[src/tlbc_pkg.sv]
// line break classifier package: class, rule and context types, the rule table
// and the context remap function
// no dependencies
`timescale 1ns / 1ps

package tlbc_pkg;

  localparam int unsigned CodeW = 21;

  // ideographic ranges
  localparam logic [CodeW-1:0] IdeoALo = 21'h003000;
  localparam logic [CodeW-1:0] IdeoAHi = 21'h0030FF;
  localparam logic [CodeW-1:0] IdeoBLo = 21'h004E00;
  localparam logic [CodeW-1:0] IdeoBHi = 21'h009FAF;
  localparam logic [CodeW-1:0] IdeoCLo = 21'h00AC00;
  localparam logic [CodeW-1:0] IdeoCHi = 21'h00D7AF;
  localparam logic [CodeW-1:0] IdeoDLo = 21'h00FF00;
  localparam logic [CodeW-1:0] IdeoDHi = 21'h00FFEF;
  localparam logic [CodeW-1:0] IdeoELo = 21'h01B000;
  localparam logic [CodeW-1:0] IdeoEHi = 21'h01B16F;

  localparam logic [1:0] PriNone = 2'd0;
  localparam logic [1:0] PriLow = 2'd1;
  localparam logic [1:0] PriOpp = 2'd2;
  localparam logic [1:0] PriForced = 2'd3;

  typedef enum logic [3:0] {
    CLS_CR, CLS_LF, CLS_SP, CLS_AL, CLS_IS, CLS_CL, CLS_OP,
    CLS_ID, CLS_CJ, CLS_NS, CLS_NU, CLS_PO, CLS_PR, CLS_SY
  } cls_e;

  typedef enum logic [2:0] {
    TRG_NEUTRAL, TRG_OPP, TRG_FORCE, TRG_PROHIBIT, TRG_PROHIBIT_UAS, TRG_LOW
  } trig_e;

  typedef enum logic [1:0] {
    CTX_UNDEF, CTX_TEXT, CTX_NUM
  } ctx_e;

  typedef struct packed {
    trig_e lead;
    trig_e trail;
    logic  is_space;
    logic  more_space;
    ctx_e  ctx;
  } rule_t;

  function automatic rule_t rule_of(cls_e c);
    rule_t r;
    case (c)
      CLS_CR:  r = '{TRG_NEUTRAL,      TRG_NEUTRAL,  1'b1, 1'b0, CTX_UNDEF};
      CLS_LF:  r = '{TRG_OPP,          TRG_FORCE,    1'b1, 1'b0, CTX_UNDEF};
      CLS_SP:  r = '{TRG_OPP,          TRG_OPP,      1'b1, 1'b1, CTX_UNDEF};
      CLS_AL:  r = '{TRG_NEUTRAL,      TRG_NEUTRAL,  1'b0, 1'b0, CTX_TEXT};
      CLS_IS:  r = '{TRG_NEUTRAL,      TRG_NEUTRAL,  1'b0, 1'b0, CTX_UNDEF};
      CLS_CL:  r = '{TRG_PROHIBIT,     TRG_OPP,      1'b0, 1'b0, CTX_UNDEF};
      CLS_OP:  r = '{TRG_OPP,          TRG_PROHIBIT, 1'b0, 1'b0, CTX_UNDEF};
      CLS_ID:  r = '{TRG_LOW,          TRG_LOW,      1'b0, 1'b0, CTX_TEXT};
      CLS_CJ:  r = '{TRG_PROHIBIT_UAS, TRG_LOW,      1'b0, 1'b0, CTX_TEXT};
      CLS_NS:  r = '{TRG_PROHIBIT_UAS, TRG_LOW,      1'b0, 1'b0, CTX_TEXT};
      CLS_NU:  r = '{TRG_NEUTRAL,      TRG_NEUTRAL,  1'b0, 1'b0, CTX_NUM};
      CLS_PO:  r = '{TRG_PROHIBIT,     TRG_OPP,      1'b0, 1'b0, CTX_UNDEF};
      CLS_PR:  r = '{TRG_OPP,          TRG_PROHIBIT, 1'b0, 1'b0, CTX_UNDEF};
      CLS_SY:  r = '{TRG_NEUTRAL,      TRG_OPP,      1'b0, 1'b0, CTX_UNDEF};
      default: r = '{TRG_NEUTRAL,      TRG_NEUTRAL,  1'b0, 1'b0, CTX_UNDEF};
    endcase
    return r;
  endfunction

  // separators close in text, slash is numeric in numeric context
  function automatic cls_e remap(cls_e c, ctx_e x);
    cls_e r;
    r = c;
    if (c == CLS_IS && x == CTX_TEXT) r = CLS_CL;
    if (c == CLS_SY && x == CTX_NUM) r = CLS_NU;
    return r;
  endfunction

endpackage

[src/text_line_break_classifier_top.sv]
// line break classifier top level: input register, classification and rule
// logic, context register and result register
// depends on tlbc_pkg and tlbc_classify
`timescale 1ns / 1ps

// Usage
// Input channel: in_valid_i / in_ready_o carry one request, a pair of code
// points (cur_code_i, next_code_i). Output channel: out_valid_o / out_ready_i
// carry one result per request: break priority and the space flags.
// Path: an accepted request is loaded into the input register, then into the
// result register when that is empty or its result is taken. Throughput: one
// request per cycle unless stalled; classification and the rule table sit
// between the input register and the result register, and the text/numeric
// context register is updated as each request moves into the result register.
// Reset: both stages empty, context undefined.
// Stall: while the result is not taken, the result register holds, the input
// register still takes one request and then in_ready_o falls until the
// result moves on.
module text_line_break_classifier_top (
  input  logic                       clk_i,
  input  logic                       rst_ni,
  input  logic                       in_valid_i,
  output logic                       in_ready_o,
  input  logic [tlbc_pkg::CodeW-1:0] cur_code_i,
  input  logic [tlbc_pkg::CodeW-1:0] next_code_i,
  output logic                       out_valid_o,
  input  logic                       out_ready_i,
  output logic [1:0]                 break_priority_o,
  output logic                       trim_present_o,
  output logic                       forced_break_o,
  output logic                       at_whitespace_o,
  output logic                       absorb_more_space_o
);
  import tlbc_pkg::*;

  logic             in_vld_q;
  logic [CodeW-1:0] cur_q;
  logic [CodeW-1:0] nxt_q;
  logic             out_vld_q;
  ctx_e             ctx_q;
  ctx_e             ctx_d;

  logic [1:0] pri_q, pri_d;
  logic       trim_q, trim_d;
  logic       forced_q, forced_d;
  logic       ws_q, ws_d;
  logic       more_q, more_d;

  cls_e  cls_a;
  cls_e  cls_b;
  ctx_e  ctx_new;
  rule_t ra;
  rule_t rb;
  logic  out_load;

  tlbc_classify u_cls_cur (
    .code_i (cur_q),
    .cls_o  (cls_a)
  );

  tlbc_classify u_cls_nxt (
    .code_i (nxt_q),
    .cls_o  (cls_b)
  );

  assign out_load   = !out_vld_q || out_ready_i;
  assign in_ready_o = !in_vld_q || out_load;

  always_comb begin
    ra = rule_of(cls_a);
    rb = rule_of(cls_b);
    ctx_new = ra.ctx;
    if (ctx_new == CTX_UNDEF) ctx_new = rb.ctx;
    ctx_d = (ctx_new != CTX_UNDEF) ? ctx_new : ctx_q;

    ra = rule_of(remap(cls_a, ctx_d));
    rb = rule_of(remap(cls_b, ctx_d));

    pri_d    = PriNone;
    trim_d   = 1'b0;
    forced_d = 1'b0;
    ws_d     = 1'b0;
    more_d   = 1'b0;
    if (ra.trail == TRG_FORCE) begin
      pri_d    = PriForced;
      forced_d = 1'b1;
      ws_d     = 1'b1;
    end else if (ra.is_space) begin
      pri_d  = PriOpp;
      trim_d = 1'b1;
      ws_d   = 1'b1;
      more_d = ra.more_space && (cls_a == cls_b);
    end else if (ra.trail == TRG_PROHIBIT || rb.lead == TRG_PROHIBIT ||
                 rb.lead == TRG_PROHIBIT_UAS) begin
      pri_d = PriNone;
    end else if (ra.trail == TRG_OPP || rb.lead == TRG_OPP) begin
      pri_d  = PriOpp;
      trim_d = 1'b1;
    end else if (ra.trail == TRG_LOW || rb.lead == TRG_LOW) begin
      pri_d = PriLow;
    end
  end

  always_ff @(posedge clk_i or negedge rst_ni) begin
    if (!rst_ni) begin
      in_vld_q  <= 1'b0;
      out_vld_q <= 1'b0;
      ctx_q     <= CTX_UNDEF;
    end else begin
      if (in_ready_o) in_vld_q <= in_valid_i;
      if (out_load) out_vld_q <= in_vld_q;
      if (out_load && in_vld_q) ctx_q <= ctx_d;
    end
  end

  always_ff @(posedge clk_i) begin
    if (in_ready_o && in_valid_i) begin
      cur_q <= cur_code_i;
      nxt_q <= next_code_i;
    end
    if (out_load && in_vld_q) begin
      pri_q    <= pri_d;
      trim_q   <= trim_d;
      forced_q <= forced_d;
      ws_q     <= ws_d;
      more_q   <= more_d;
    end
  end

  assign out_valid_o         = out_vld_q;
  assign break_priority_o    = pri_q;
  assign trim_present_o      = trim_q;
  assign forced_break_o      = forced_q;
  assign at_whitespace_o     = ws_q;
  assign absorb_more_space_o = more_q;

  // trim flag goes with an ordinary opportunity only
  a_trim_pri : assert property (@(posedge clk_i) disable iff (!rst_ni)
    out_vld_q |-> (trim_q == (pri_q == PriOpp)))
    else $error("trim flag disagrees with break priority");

  a_forced_ws : assert property (@(posedge clk_i) disable iff (!rst_ni)
    out_vld_q && forced_q |-> ws_q && pri_q == PriForced)
    else $error("forced break without whitespace or forced priority");

  a_more_space : assert property (@(posedge clk_i) disable iff (!rst_ni)
    out_vld_q && more_q |-> ws_q && !forced_q && pri_q == PriOpp)
    else $error("extra space absorb outside a space opportunity");

  a_ctx_hold : assert property (@(posedge clk_i) disable iff (!rst_ni)
    !(out_load && in_vld_q) |=> $stable(ctx_q))
    else $error("context changed without a request moving on");

  a_ready_full : assert property (@(posedge clk_i) disable iff (!rst_ni)
    !in_ready_o |-> in_vld_q && out_vld_q)
    else $error("input stalled with a free stage");

endmodule

[src/tlbc_classify.sv]
// line break classifier: code point to line break class
// depends on tlbc_pkg
`timescale 1ns / 1ps

module tlbc_classify (
  input  logic [tlbc_pkg::CodeW-1:0] code_i,
  output tlbc_pkg::cls_e             cls_o
);
  import tlbc_pkg::*;

  logic ideo;

  assign ideo = (code_i >= IdeoALo && code_i <= IdeoAHi) ||
                (code_i >= IdeoBLo && code_i <= IdeoBHi) ||
                (code_i >= IdeoCLo && code_i <= IdeoCHi) ||
                (code_i >= IdeoDLo && code_i <= IdeoDHi) ||
                (code_i >= IdeoELo && code_i <= IdeoEHi);

  // first matching arm wins, so the earlier set takes a duplicated character
  always_comb begin
    case (code_i)
      21'h30, 21'h31, 21'h32, 21'h33, 21'h34,
      21'h35, 21'h36, 21'h37, 21'h38, 21'h39: cls_o = CLS_NU;
      21'h0D: cls_o = CLS_CR;
      21'h0A: cls_o = CLS_LF;
      21'h20, 21'h09, 21'h3000: cls_o = CLS_SP;
      21'h2C, 21'h2E, 21'h3B, 21'h3A: cls_o = CLS_IS;
      21'h25: cls_o = CLS_PO;
      21'h2F: cls_o = CLS_SY;
      21'h3005, 21'h301C, 21'h30FB: cls_o = CLS_NS;
      21'h3041, 21'h3043, 21'h3045, 21'h3047, 21'h3049, 21'h3063,
      21'h3083, 21'h3085, 21'h3087, 21'h308E, 21'h3095, 21'h30A1,
      21'h30A3, 21'h30A5, 21'h30A7, 21'h30A9, 21'h30C3, 21'h30E3,
      21'h30E5, 21'h30E7, 21'h30EE, 21'h30F5, 21'h30FC: cls_o = CLS_CJ;
      21'h24, 21'hA3, 21'h20AC, 21'hA5, 21'h5C: cls_o = CLS_PR;
      21'h28, 21'h5B, 21'h7B, 21'hFF08, 21'hFF5B,
      21'hFF3B, 21'h3010, 21'h300C, 21'h300E, 21'h27E8: cls_o = CLS_OP;
      21'h2D, 21'h21, 21'h3F, 21'h29, 21'h5D, 21'h7D, 21'h3001,
      21'h3002, 21'h2026, 21'h2025, 21'hFF09, 21'hFF5D, 21'hFF3D,
      21'h3011, 21'h300D, 21'h300F, 21'h27E9, 21'hFF01, 21'hFF1F: cls_o = CLS_CL;
      default: cls_o = ideo ? CLS_ID : CLS_AL;
    endcase
  end

endmodule
[config.mk]
export PLATFORM = sky130hd
export DESIGN_NAME = text_line_break_classifier_top
export DESIGN_NICKNAME = d
export VERILOG_FILES = /design/src/tlbc_pkg.sv /design/src/text_line_break_classifier_top.sv /design/src/tlbc_classify.sv
export SDC_FILE = /design/constraint.sdc
export NUM_CORES = 1
export LEC_CHECK = 0
export CORE_MARGIN = 2
export CORE_UTILIZATION = 61
export DETAILED_ROUTE_END_ITERATION = 6
export DONT_BUFFER_PORTS = 1
export GPL_TIMING_DRIVEN = 0
export PLACE_DENSITY = 0.77
export SYNTH_ARGS = -nofsm -noshare
export SYNTH_HDL_FRONTEND = slang
export SYNTH_HIERARCHICAL = 1
export SYNTH_SLANG_ARGS = --single-unit
[constraint.sdc]
create_clock -name clk_i -period 12.2 [get_ports clk_i]
set_clock_uncertainty 0.1 [all_clocks]
set_input_delay 0.61 -clock clk_i [delete_from_list [all_inputs] [get_ports clk_i]]
set_output_delay 0.61 -clock clk_i [all_outputs]
set_load 0.01 [all_outputs]
==> metrics.cfg <==
[cts]
clkTransAtPathRegs_ns = 0.12
cts_num_sinks = 52
htree_num_levels = 2
insertion_delay_ns = 0.32
numCtsBuffers = 5
clock-root-buffer = clkbuf_8
cts_buffer_depth = 2
post_cts_buffers = 0
cts_tree = done

[global_route]
grt.total_usage_pct = 30.0
gr-total-overflow = 0
grt_pass1_wl_um = 21000
antenna_found_initial = 0
grt_max_degree = 43
first_global_vias = 4415

[routing]
via_count = 4790
wl_um = 12500
met3WireLength_um = 1410
viasPerCell = 7.09
met1_length_um = 5090
highest_layer = met4
drc = 0
antenna_left = 0
dr.pass1.iters = 5
drt_iter0_markers = 450
wl_met2_um = 5610
avgRoutedWirePerCell_um = 18.4

[yosys]
ys_types = 79
synthesis.nets = 614
async_flop_share_pct = 7.69
synth_edf_count = 48
synth.avg_cell_area_um2 = 8.43
synthCells = 565
synth_seq_cells = 52
synthFlopType = edfxtp_1
synth.yosys.seq_area_share_pct = 32.4
synthesis.area_mm2 = 0.00476
yosysWarnings = 6

[layout]
drive_gt1_share_pct = 10.6
area_delta_synth_final_pct = 4.89
nFillCells = 638
nets = 622
diodes = 0

[timing]
rsz0062_at_grt = false
maxSlewHeadroom_pct = 40.3
fmax_ghz = 0.170
timing_worst_slew_pin_value_ns = 0.895
finalSetupViolations = 0
period_share_pct = 48.2
finalHoldViolCount = 0
layout_min_cycle_time_ns = 5.88
slew_viol_final = 0
tns_ns = 0

[critical_path]
path_max_fanout = 7
cp-start-kind = flop
worst-setup-path-type = flop to flop
worstSetupEndpointType = flop
cp.arrival_ns = 5.83
worst_ep_required_time_ns = 12.16

[power]
power.total_uw = 395
ir_drop_uv = 90.5
leakagePower_nw = 1.65
p_per_area_mw_per_mm2 = 79.1

[floorplan]
die_w_um = 92.4
core_mm2 = 0.00765
num_rows = 32
fp.dieH_um = 92.4
io_pins = 54
dieArea_mm2 = 0.00853
initial_core_util_pct = 62.3

[placement]
port_buffers = 0
gp_congestion = 1.06
hpwlAfterDp_um = 9390

[outcome]
status = finished clean

[worst_hold_path]
min_path_type = primary input to flop

[job]
cap_violations = 0

-- placed cells by master, fill, tap and decap left out, types with 5 or more instances in the layout --
master and count:
or3_1 6, buf_6 10, nand3_1 32, and2b_1 5, a2111oi_0 5, nand2b_1 18
o21ai_0 27, edfxtp_1 48, and3_1 6, or4_1 12, a31oi_1 9, a21oi_1 38
nor2_1 40, nand2_1 41, o211ai_1 9, nor4b_1 6, nor4_1 14, buf_4 5
buf_2 9, clkbuf_1 17, nand4_1 20, clkbuf_8 5, nor3b_1 12, nor2b_1 16
o22ai_1 5, nor3_1 19, inv_1 18
-- cells in the mapped netlist, types with 6 or more instances --
| library cell | number | area [um^2] |
|---|---|---|
| a21oi_1 | 38 | 190 |
| a31oi_1 | 9 | 56.3 |
| and3_1 | 6 | 37.5 |
| buf_2 | 9 | 45.0 |
| buf_6 | 10 | 113 |
| clkbuf_1 | 17 | 63.8 |
| edfxtp_1 | 48 | 1440 |
| inv_1 | 18 | 67.6 |
| nand2_1 | 41 | 154 |
| nand2b_1 | 18 | 113 |
| nand3_1 | 32 | 160 |
| nand4_1 | 20 | 125 |
| nor2_1 | 40 | 150 |
| nor2b_1 | 16 | 100 |
| nor3_1 | 19 | 95.1 |
| nor3b_1 | 12 | 90.1 |
| nor4_1 | 14 | 87.6 |
| nor4b_1 | 6 | 52.6 |
| o211ai_1 | 9 | 67.6 |
| o21ai_0 | 27 | 135 |
| or3_1 | 6 | 37.5 |
| or4_1 | 12 | 90.1 |
-- worst max-delay path, cell delays in order (launching register included) --
cell	delay, ns
edfxtp_1	0.45
or4_1	0.67
nor4_1	0.77
and3_1	0.30
nand4b_1	0.15
nand4_2	0.14
and3b_1	0.21
a211o_1	0.35
or3b_4	0.42
o21ai_4	0.13
nor3_1	0.10
nor4_1	0.27
nor2_1	0.10
a21o_1	0.16
ha_1	0.27
nor2_1	0.04
nor3_1	0.34
a22oi_1	0.22
a211oi_2	0.33
nor3_1	0.10
-- routing by layer --
| layer | vias to the layer above | global-route usage [%] |
|---|---|---|
| met5 | - | 0 |
| met4 | 0 | 9.83 |
| met1 | 2188 | 42.0 |
| met3 | 54 | 5.45 |
| li1 | 2206 | - |
| met2 | 342 | 47.2 |
-- sequential cells by signal, indices dropped and copies added (netlist names) --
| register | count |
|---|---|
| cur_q | 21 |
| nxt_q | 21 |
| break_priority_o | 2 |
| ctx_q | 2 |
| absorb_more_space_o | 1 |
| at_whitespace_o | 1 |
| forced_break_o | 1 |
| in_vld_q | 1 |
| out_valid_o | 1 |
| trim_present_o | 1 |
-- stage by stage --
stage               setup WS (ns)  hold slack, ns  util, %  cells  area (um^2)
detailed placement           6.50           0.215     64.0    667         4890
CTS                          6.45           0.267     65.3    676         5000
global route                 5.90           0.256     65.3    676         5000
global placement             6.54           0.214     64.0    667         4890
finish                       6.32           0.271     65.3    676         5000
floorplan                    7.00           0.214        -    565         4760
-- final cells by class --
class	instances	area [um^2]	area share, %
multi-input cells	448	2870	57.4
flip-flops and latches	52	1540	30.9
plain buffers	47	289	5.79
well taps	102	128	2.55
clock buffers	5	68.8	1.38
inverters	18	67.6	1.35
clock inverters	3	25.0	0.501
repair buffers	1	10.0	0.200
-- timing repair --
item	4_1_cts	5_1_grt
hold buffers	1	0
gates resized for setup	0	0
hold endpoints to repair	4	0
-- report_power, final --
part	internal, mW	switching, mW
clock	0.0420	0.0634
combinational	0.0235	0.0505
sequential	0.208	0.00797
total	0.273	0.122
-- worst paths after layout --
kind	from	slack (ns)	cells past startpoint	to
worst max-delay path	nxt_q[9]	6.32	19	break_priority_o[1]
max in group asynchronous	rst_ni	11.36	1	ctx_q[1]
worst min register to register	in_vld_q	0.41	1	out_valid_o
worst max register to register	nxt_q[9]	6.32	19	break_priority_o[1]
worst min-delay path	next_code_i[19]	0.27	0	nxt_q[19]
min in group asynchronous	rst_ni	0.47	1	out_valid_o
-- kinds of logic after synthesis --
| family | synth area share, % |
|---|---|
| AOI/OAI and AO/OA | 21.4 |
| DFF | 32.4 |
| muxes | 0.447 |
| adders and majority gates | 0.788 |
| and+or+nand+nor | 36.3 |
| buffers and inverters | 7.49 |
| xor gates and xnor gates | 1.29 |
(Power assumes the default switching activity.)
